$ cat config.mk
export PLATFORM = sky130hd
export DESIGN_NAME = masked_byte_pattern_scanner_top
export DESIGN_NICKNAME = d
export VERILOG_FILES = /design/src/design/mbps_pkg.sv /design/src/design/mbps_cfg_regs.sv /design/src/design/mbps_front.sv /design/src/design/mbps_queue.sv /design/src/design/mbps_back.sv /design/src/design/masked_byte_pattern_scanner_top.sv
export SDC_FILE = /design/constraint.sdc
export NUM_CORES = 2
export LEC_CHECK = 0
export ABC_AREA = 1
export BUFFER_PORTS_ARGS = -buffer_cell sky130_fd_sc_hd__buf_2
export CORE_ASPECT_RATIO = 0.7
export CORE_MARGIN = 8
export CORE_UTILIZATION = 35
export DETAILED_ROUTE_END_ITERATION = 10
export REMOVE_ABC_BUFFERS = 1
export SLEW_MARGIN = 0
export SYNTH_ARGS = -nofsm -noshare
export SYNTH_HDL_FRONTEND = slang
export SYNTH_SLANG_ARGS = --single-unit
$ cat constraint.sdc
create_clock -name i_clk -period 10.9 [get_ports i_clk]
set_input_delay 2.18 -clock i_clk [delete_from_list [all_inputs] [get_ports i_clk]]
set_output_delay 2.18 -clock i_clk [all_outputs]
set_load 0.05 [all_outputs]
$ cat src/design/mbps_pkg.sv
// Shared types and constants for the masked byte pattern scanner.
// No dependencies; every module of the scanner imports this package.
`default_nettype none
package mbps_pkg;

    localparam int MAX_PATTERN = 16;
    localparam int OFFSET_BITS = 32;
    localparam int PATTERN_CAP = (MAX_PATTERN < 16) ? MAX_PATTERN : 16;
    localparam int WIN_DEPTH   = MAX_PATTERN - 1;
    localparam int IDX_W       = (MAX_PATTERN > 1) ? $clog2(MAX_PATTERN) : 1;
    localparam int LEN_W       = 5;
    localparam int ADDR_W      = 64;
    localparam int CFG_IDX_W   = 3;
    localparam int QUEUE_DEPTH = 4;
    localparam int QPTR_W      = $clog2(QUEUE_DEPTH);
    localparam int QCNT_W      = $clog2(QUEUE_DEPTH + 1);

    typedef enum logic [CFG_IDX_W-1:0] {
        CFG_PATTERN_LOW  = 3'd0,
        CFG_PATTERN_HIGH = 3'd1,
        CFG_CARE_MASK    = 3'd2,
        CFG_PATTERN_LEN  = 3'd3,
        CFG_REGION_BASE  = 3'd4,
        CFG_REPORT_MODE  = 3'd5
    } t_cfg_idx;

    localparam logic MODE_FIRST_HIT = 1'b0;
    localparam logic MODE_ALL_HITS  = 1'b1;

    typedef struct packed {
        logic [63:0]       pattern_low_bytes;
        logic [63:0]       pattern_high_bytes;
        logic [15:0]       care_mask;
        logic [LEN_W-1:0]  pattern_length;
        logic [ADDR_W-1:0] region_base;
        logic              report_mode;
    } t_cfg;

    typedef struct packed {
        logic                   hit;
        logic                   region_start;
        logic                   region_done;
        logic [OFFSET_BITS-1:0] start_offset;
    } t_item;

endpackage
`default_nettype wire

$ cat src/design/mbps_cfg_regs.sv
// Configuration register file of the scanner: decodes indexed writes.
// Depends on mbps_pkg.
`default_nettype none
module mbps_cfg_regs (
    input  wire logic                           i_clk,
    input  wire logic                           i_rst_n,
    input  wire logic                           i_wr_en,
    input  wire logic [mbps_pkg::CFG_IDX_W-1:0] i_wr_idx,
    input  wire logic [63:0]                    i_wr_data,
    output mbps_pkg::t_cfg                      o_cfg
);
    import mbps_pkg::*;

    t_cfg r_cfg;

    always_ff @(posedge i_clk) begin
        if (!i_rst_n) begin
            r_cfg <= '0;
        end else if (i_wr_en) begin
            case (i_wr_idx)
                CFG_PATTERN_LOW:  r_cfg.pattern_low_bytes  <= i_wr_data;
                CFG_PATTERN_HIGH: r_cfg.pattern_high_bytes <= i_wr_data;
                CFG_CARE_MASK:    r_cfg.care_mask          <= i_wr_data[15:0];
                CFG_PATTERN_LEN:  r_cfg.pattern_length     <= i_wr_data[LEN_W-1:0];
                CFG_REGION_BASE:  r_cfg.region_base        <= i_wr_data[ADDR_W-1:0];
                CFG_REPORT_MODE:  r_cfg.report_mode        <= i_wr_data[0];
                default: ;
            endcase
        end
    end

    assign o_cfg = r_cfg;

endmodule
`default_nettype wire

$ cat src/design/mbps_front.sv
// Front end of the scanner: byte window, region offset and masked compare.
// Depends on mbps_pkg; emits one classified item per accepted byte.
`default_nettype none
module mbps_front (
    input  wire logic           i_clk,
    input  wire logic           i_rst_n,
    input  wire mbps_pkg::t_cfg i_cfg,
    input  wire logic           i_accept,
    input  wire logic [7:0]     i_data_byte,
    input  wire logic           i_region_start,
    input  wire logic           i_region_end,
    output mbps_pkg::t_item     o_item
);
    import mbps_pkg::*;

    localparam logic [OFFSET_BITS-1:0] OFFSET_MAX = '1;

    logic [7:0]               r_win [WIN_DEPTH];
    logic [7:0]               n_win [WIN_DEPTH];
    logic [OFFSET_BITS-1:0]   r_offset;
    logic [OFFSET_BITS-1:0]   n_offset;

    logic [MAX_PATTERN*8-1:0] cand;
    logic [OFFSET_BITS-1:0]   eff_offset;
    logic [127:0]             pattern;
    logic [LEN_W-1:0]         len_m1;
    logic                     len_ok;
    logic                     reach_ok;
    logic                     mismatch;
    logic                     hit;

    assign eff_offset = i_region_start ? '0 : r_offset;
    assign pattern    = {i_cfg.pattern_high_bytes, i_cfg.pattern_low_bytes};
    assign len_m1     = i_cfg.pattern_length - LEN_W'(1);
    assign len_ok     = (i_cfg.pattern_length != '0) &&
                        (i_cfg.pattern_length <= LEN_W'(PATTERN_CAP));
    assign reach_ok   = (eff_offset != OFFSET_MAX) &&
                        (eff_offset >= OFFSET_BITS'(len_m1));

    always_comb begin
        cand[7:0] = i_data_byte;
        for (int k = 1; k < MAX_PATTERN; k++) begin
            cand[k*8 +: 8] = i_region_start ? 8'h00 : r_win[k-1];
        end
    end

    always_comb begin
        logic [IDX_W-1:0] idx;
        idx      = '0;
        mismatch = 1'b0;
        for (int j = 0; j < PATTERN_CAP; j++) begin
            idx = len_m1[IDX_W-1:0] - IDX_W'(j);
            if ((LEN_W'(j) < i_cfg.pattern_length) && i_cfg.care_mask[j] &&
                (cand[idx*8 +: 8] != pattern[j*8 +: 8])) begin
                mismatch = 1'b1;
            end
        end
    end

    assign hit = len_ok && (i_cfg.region_base != '0) && reach_ok && !mismatch;

    always_comb begin
        for (int k = 0; k < WIN_DEPTH; k++) begin
            n_win[k] = i_region_end ? 8'h00 : cand[k*8 +: 8];
        end
        if (i_region_end) begin
            n_offset = '0;
        end else if (eff_offset == OFFSET_MAX) begin
            n_offset = OFFSET_MAX;
        end else begin
            n_offset = eff_offset + OFFSET_BITS'(1);
        end
    end

    always_ff @(posedge i_clk) begin
        if (!i_rst_n) begin
            for (int k = 0; k < WIN_DEPTH; k++) begin
                r_win[k] <= 8'h00;
            end
            r_offset <= '0;
        end else if (i_accept) begin
            r_win    <= n_win;
            r_offset <= n_offset;
        end
    end

    assign o_item.hit          = hit;
    assign o_item.region_start = i_region_start;
    assign o_item.region_done  = i_region_end;
    assign o_item.start_offset = eff_offset - OFFSET_BITS'(len_m1);

endmodule
`default_nettype wire

$ cat src/design/mbps_queue.sv
// Short item queue between the scanner front and back ends.
// Depends on mbps_pkg for the item type and depth.
`default_nettype none
module mbps_queue (
    input  wire logic            i_clk,
    input  wire logic            i_rst_n,
    input  wire logic            i_push,
    input  wire mbps_pkg::t_item i_item,
    output logic                 o_full,
    input  wire logic            i_pop,
    output logic                 o_empty,
    output mbps_pkg::t_item      o_item
);
    import mbps_pkg::*;

    t_item             r_mem [QUEUE_DEPTH];
    logic [QPTR_W-1:0] r_wr_ptr;
    logic [QPTR_W-1:0] r_rd_ptr;
    logic [QCNT_W-1:0] r_count;

    assign o_full  = (r_count == QCNT_W'(QUEUE_DEPTH));
    assign o_empty = (r_count == '0);
    assign o_item  = r_mem[r_rd_ptr];

    always_ff @(posedge i_clk) begin
        if (i_push) begin
            r_mem[r_wr_ptr] <= i_item;
        end
    end

    always_ff @(posedge i_clk) begin
        if (!i_rst_n) begin
            r_wr_ptr <= '0;
            r_rd_ptr <= '0;
            r_count  <= '0;
        end else begin
            if (i_push) begin
                r_wr_ptr <= r_wr_ptr + QPTR_W'(1);
            end
            if (i_pop) begin
                r_rd_ptr <= r_rd_ptr + QPTR_W'(1);
            end
            if (i_push && !i_pop) begin
                r_count <= r_count + QCNT_W'(1);
            end else if (!i_push && i_pop) begin
                r_count <= r_count - QCNT_W'(1);
            end
        end
    end

endmodule
`default_nettype wire

$ cat src/design/mbps_back.sv
// Back end of the scanner: address add, first-hit tracking, result register.
// Depends on mbps_pkg; drains items from mbps_queue.
`default_nettype none
module mbps_back (
    input  wire logic                        i_clk,
    input  wire logic                        i_rst_n,
    input  wire mbps_pkg::t_cfg              i_cfg,
    input  wire logic                        i_empty,
    input  wire mbps_pkg::t_item             i_item,
    output logic                             o_pop,
    output logic                             o_valid,
    input  wire logic                        i_ready,
    output logic [mbps_pkg::ADDR_W-1:0]      o_match_address,
    output logic                             o_found,
    output logic                             o_region_done
);
    import mbps_pkg::*;

    logic              r_valid;
    logic [ADDR_W-1:0] r_address;
    logic              r_found;
    logic              r_done;
    logic              r_hit_seen;
    logic [ADDR_W-1:0] r_first_addr;

    logic [ADDR_W-1:0] hit_addr;
    logic              seen_eff;
    logic [ADDR_W-1:0] first_eff;
    logic              n_seen;
    logic [ADDR_W-1:0] n_first;
    logic              emit;
    logic [ADDR_W-1:0] res_address;
    logic              res_found;

    assign o_pop     = !i_empty && (!r_valid || i_ready);
    assign hit_addr  = i_cfg.region_base + ADDR_W'(i_item.start_offset);
    assign seen_eff  = i_item.region_start ? 1'b0 : r_hit_seen;
    assign first_eff = i_item.region_start ? '0 : r_first_addr;
    assign n_seen    = seen_eff || i_item.hit;
    assign n_first   = (!seen_eff && i_item.hit) ? hit_addr : first_eff;
    assign emit      = i_item.region_done ||
                       ((i_cfg.report_mode == MODE_ALL_HITS) && i_item.hit);

    always_comb begin
        if (i_item.region_done && (i_cfg.report_mode == MODE_FIRST_HIT)) begin
            res_found   = n_seen;
            res_address = n_seen ? n_first : '0;
        end else begin
            res_found   = i_item.hit;
            res_address = i_item.hit ? hit_addr : '0;
        end
    end

    always_ff @(posedge i_clk) begin
        if (!i_rst_n) begin
            r_valid      <= 1'b0;
            r_hit_seen   <= 1'b0;
            r_first_addr <= '0;
        end else begin
            if (o_pop) begin
                r_valid      <= emit;
                r_hit_seen   <= i_item.region_done ? 1'b0 : n_seen;
                r_first_addr <= i_item.region_done ? '0 : n_first;
            end else if (i_ready) begin
                r_valid <= 1'b0;
            end
        end
    end

    always_ff @(posedge i_clk) begin
        if (o_pop && emit) begin
            r_address <= res_address;
            r_found   <= res_found;
            r_done    <= i_item.region_done;
        end
    end

    assign o_valid         = r_valid;
    assign o_match_address = r_address;
    assign o_found         = r_found;
    assign o_region_done   = r_done;

endmodule
`default_nettype wire

$ cat src/design/masked_byte_pattern_scanner_top.sv
// Top level of the masked byte pattern scanner.
// Depends on mbps_pkg, mbps_cfg_regs, mbps_front, mbps_queue and mbps_back.
//
//   channel  dir  handshake                  payload
//   s_axis   in   s_axis_tvalid/tready       tdata data_byte, tuser region_start,
//                                            tlast region_end
//   m_axis   out  m_axis_tvalid/tready       tdata match_address, tuser found,
//                                            tlast region_done
//   cfg      in   i_cfg_valid/o_cfg_ready    i_cfg_addr index, i_cfg_wdata value
//
// One byte per cycle while the queue is not full; results are queued, then registered.
// The compare and offset update run in the front stage, the address add in the back.
// A four-entry queue between them absorbs m_axis stalls; s_axis_tready drops when full.
// Reset is synchronous and active low; it clears control registers and the window.
`default_nettype none
module masked_byte_pattern_scanner_top (
    input  wire logic                           i_clk,
    input  wire logic                           i_rst_n,
    input  wire logic                           s_axis_tvalid,
    output logic                                s_axis_tready,
    input  wire logic [7:0]                     s_axis_tdata,  // [7:0] data_byte
    input  wire logic                           s_axis_tuser,  // [0] region_start
    input  wire logic                           s_axis_tlast,
    output logic                                m_axis_tvalid,
    input  wire logic                           m_axis_tready,
    output logic [mbps_pkg::ADDR_W-1:0]         m_axis_tdata,  // [63:0] match_address
    output logic                                m_axis_tuser,  // [0] found
    output logic                                m_axis_tlast,
    input  wire logic                           i_cfg_valid,
    output logic                                o_cfg_ready,
    input  wire logic [mbps_pkg::CFG_IDX_W-1:0] i_cfg_addr,
    input  wire logic [63:0]                    i_cfg_wdata
);
    import mbps_pkg::*;

    t_cfg  cfg;
    t_item front_item;
    t_item queue_item;
    logic  q_full;
    logic  q_empty;
    logic  q_pop;
    logic  in_accept;

    assign o_cfg_ready   = 1'b1;
    assign s_axis_tready = !q_full;
    assign in_accept     = s_axis_tvalid && !q_full;

    mbps_cfg_regs u_cfg (
        .i_clk     (i_clk),
        .i_rst_n   (i_rst_n),
        .i_wr_en   (i_cfg_valid),
        .i_wr_idx  (i_cfg_addr),
        .i_wr_data (i_cfg_wdata),
        .o_cfg     (cfg)
    );

    mbps_front u_front (
        .i_clk          (i_clk),
        .i_rst_n        (i_rst_n),
        .i_cfg          (cfg),
        .i_accept       (in_accept),
        .i_data_byte    (s_axis_tdata),
        .i_region_start (s_axis_tuser),
        .i_region_end   (s_axis_tlast),
        .o_item         (front_item)
    );

    mbps_queue u_queue (
        .i_clk   (i_clk),
        .i_rst_n (i_rst_n),
        .i_push  (in_accept),
        .i_item  (front_item),
        .o_full  (q_full),
        .i_pop   (q_pop),
        .o_empty (q_empty),
        .o_item  (queue_item)
    );

    mbps_back u_back (
        .i_clk           (i_clk),
        .i_rst_n         (i_rst_n),
        .i_cfg           (cfg),
        .i_empty         (q_empty),
        .i_item          (queue_item),
        .o_pop           (q_pop),
        .o_valid         (m_axis_tvalid),
        .i_ready         (m_axis_tready),
        .o_match_address (m_axis_tdata),
        .o_found         (m_axis_tuser),
        .o_region_done   (m_axis_tlast)
    );

endmodule
`default_nettype wire
==> impl_metrics.env <==
export IMPL_row_count=103
export IMPL_hold_violations=0
export IMPL_stdcell_count=7609
export IMPL_power_leakage_nw=18.0
export IMPL_synthDistinctLibCells=55
export IMPL_dieArea_mm2=0.125
export IMPL_core_mm2=0.113
export IMPL_postCtsHoldBufs=0
export IMPL_ios=151
export IMPL_remaining_drc_errors=0
export IMPL_dp_cells=7470
export IMPL_numPortBuffers=149
export IMPL_grt_pass1_wl_um=233000
export IMPL_nFillCells=12000
export IMPL_start_util_pct=35.4
export IMPL_worstSetupPathType="reg2reg"
export IMPL_wire_per_inst_um=20.6
export IMPL_p_per_area_mw_per_mm2=211
export IMPL_tns_ns=0
export IMPL_setup_slack_ns=4.49
export IMPL_clk_pin_slew_ns=0.07
export IMPL_cts_buffers_inserted=72
export IMPL_final_max_slew_viol_count=0
export IMPL_cts_tree="built"
export IMPL_peakVddDrop_uv=150
export IMPL_cp_start_kind="flop"
export IMPL_fp_dieW_um=420
export IMPL_postCtsSetupRepairBufs=0
export IMPL_max_freq_mhz=156
export IMPL_root_buffer="clkbuf_16"
export IMPL_async_reset_ff_share_pct=0
export IMPL_hp_class="reg2reg"
export IMPL_fin_crit_sh_pct=58.8
export IMPL_first_pass_iters=9
export IMPL_skew_ns=0.0231
export IMPL_layout_commonest_cell="nand2_1"
export IMPL_place_ws_ns=4.48
export IMPL_drive_gt1_share_pct=6.55
export IMPL_dieHeight_um=299
export IMPL_final_antenna_net_count=0
export IMPL_antenna_found_initial=18
export IMPL_clk_latency_ns=0.68
export IMPL_slew_headroom_pct=23.1
export IMPL_routed_wl_um=157000
export IMPL_worst_pin_slew_ns=1.15
export IMPL_syn_inst=6082
export IMPL_arrival_ns=6.89
export IMPL_synth_edf_count=206
export IMPL_synthToLayoutAreaGrowth_pct=10.0
export IMPL_grt_overflow_total=0
export IMPL_grt_setup_unrepaired="no"
export IMPL_syn_area_per_cell_um2=6.56
export IMPL_max_cap_violations=0
export IMPL_cts_buffer_depth=3
export IMPL_grt_pass1_vias=36800
export IMPL_layout_common_cells="1751 x nand2_1, 1041 x nand3_1, 559 x nor2_1"
export IMPL_power_w=0.00927
export IMPL_nets=6154
export IMPL_crit_required_ns=11.38
export IMPL_yosysWarnings=0
export IMPL_ys_ff_latch=647
export IMPL_gp_congestion=1.01
export IMPL_hold_ws_ns=0.462
export IMPL_min_period_ns=6.41
export IMPL_dp_final_hpwl_um=114000
export IMPL_num_vias=41600
export IMPL_cp_max_fo=62
export IMPL_grt_start_max_net_pins=106
export IMPL_synth_ff_type="dfxtp_1"
export IMPL_status="finished clean"
export IMPL_setup_viol=0
export IMPL_drt_initial_drc_count=5587
export IMPL_htree_levels=3
export IMPL_cts_resized=0
export IMPL_numClockSinks=647
export IMPL_synth_area_mm2=0.0399
export IMPL_worstSetupEndpointType="flop"
export IMPL_ys_seq_area_share_pct=37.6
export IMPL_gr_usage_all_layers_pct=23.9
export IMPL_viasPerCell=5.47
==> power breakdown <==
part / switching, W / leakage (nW) / internal (W)
registers: 0.0000990 / 5.27 / 0.00284
clock network: 0.00111 / 1.16 / 0.00148
logic: 0.00291 / 11.5 / 0.000848
total: 0.00411 / 18.0 / 0.00516
==> metal layers <==
layer  GRT usage (%)  share of wire (%)  routed length, um  vias up
met5               0              0.059                 93        -
met1            36.2                 46              72500    19500
met4            7.04                3.1               4940       14
met3            5.42                 11              16500      256
li1                -                  -                  -    20000
met2            33.2                 40              62900     1888
==> critical path, cell delays in order, from the launching register on <==
cell,delay (ns)
dfxtp_4,0.75
inv_4,0.43
ha_2,0.64
inv_2,0.54
buf_4,0.62
nand2_1,0.13
nand2_2,0.49
buf_4,0.55
nand3_1,0.21
nand2_1,0.15
nand2_1,0.09
nand3_1,0.13
nand3b_1,0.09
nand2_1,0.18
nand2_1,0.09
nor2_1,0.26
nand2_1,0.12
nand2_1,0.07
nand2_1,0.04
inv_1,0.04
nand2_1,0.05
nor2_1,0.09
nand2_1,0.07
nor2_2,0.20
==> cell type report <==
type                            count  area, um^2  share of cell area (%)
Antenna cell                        8        20.0                  0.0456
Clock inverter                     37         469                    1.07
Tap cell                         1522        1900                    4.33
Sequential cell                   647       15000                    34.2
Clock buffer                       94        1930                    4.40
Timing Repair Buffer              197        1110                    2.54
Multi-Input combinational cell   4626       21700                    49.3
Inverter                          478        1810                    4.12
==> path summary, 6_finish.rpt <==
kind	cells past startpoint	from	end	slack, ns
worst max-delay path	23	u_cfg.o_cfg[65]	u_queue.r_mem[3][34]	4.49
worst min-delay path	2	u_front.r_offset[13]	u_front.r_offset[13]	0.46
worst max register to register	23	u_cfg.o_cfg[65]	u_queue.r_mem[3][34]	4.49
worst min register to register	2	u_front.r_offset[13]	u_front.r_offset[13]	0.46
==> Yosys cell counts, drive strengths merged (2+ instances only) <==
| cell | instances | area (um^2) |
|---|---|---|
| a21boi | 4 | 30.0 |
| a21o | 6 | 45.0 |
| a21oi | 392 | 1960 |
| a22o | 4 | 35.0 |
| a31o | 5 | 43.8 |
| a31oi | 10 | 62.6 |
| and2 | 2 | 12.5 |
| and3 | 3 | 18.8 |
| buf | 123 | 762 |
| clkbuf | 208 | 781 |
| clkinv | 4 | 15.0 |
| dfxtp | 441 | 8830 |
| edfxtp | 206 | 6190 |
| fa | 3 | 60.1 |
| ha | 47 | 588 |
| inv | 474 | 1780 |
| nand2 | 1770 | 6680 |
| nand3 | 1043 | 5230 |
| nand3b | 51 | 383 |
| nand4 | 33 | 213 |
| nor2 | 590 | 2340 |
| nor3 | 52 | 295 |
| nor3b | 4 | 40.0 |
| nor4 | 27 | 169 |
| o211ai | 2 | 15.0 |
| o21a | 4 | 30.0 |
| o21ai | 426 | 2130 |
| o21bai | 6 | 45.0 |
| o22ai | 34 | 213 |
| o31ai | 2 | 15.0 |
| or2 | 5 | 31.3 |
| xnor2 | 10 | 87.6 |
| xor2 | 85 | 744 |
==> state kept, by name (all words and copies together), names as in the netlist, named ones only <==
signal	flops
u_queue.r_mem	140
u_back.r_first_addr	64
u_front.r_offset	32
u_cfg.o_cfg	214
u_queue.r_rd_ptr	2
u_queue.r_count	3
u_queue.r_wr_ptr	2
u_back.o_valid	1
u_back.o_match_address	64
u_back.o_region_done	1
u_back.r_hit_seen	1
u_front.r_win	120
u_back.o_found	1
==> cell families after synthesis <==
kind of cell | share of synthesized area (%)
AOI/OAI and AO/OA | 11.7
xor gates and xnor gates | 2.08
adders and majority gates | 1.65
buffers and inverters | 8.37
DFF | 37.6
other | 0.00939
and+or+nand+nor | 38.6
==> per-stage QoR <==
step	util (%)	cell area, um^2
4_1_cts	38.9	43900
3_3_place_gp	36.8	41500
2_1_floorplan	-	38400
6_report	38.9	43900
3_5_place_dp	36.8	41500
5_1_grt	38.9	43900
No activity file was read; power rests on OpenSTA's default activity.
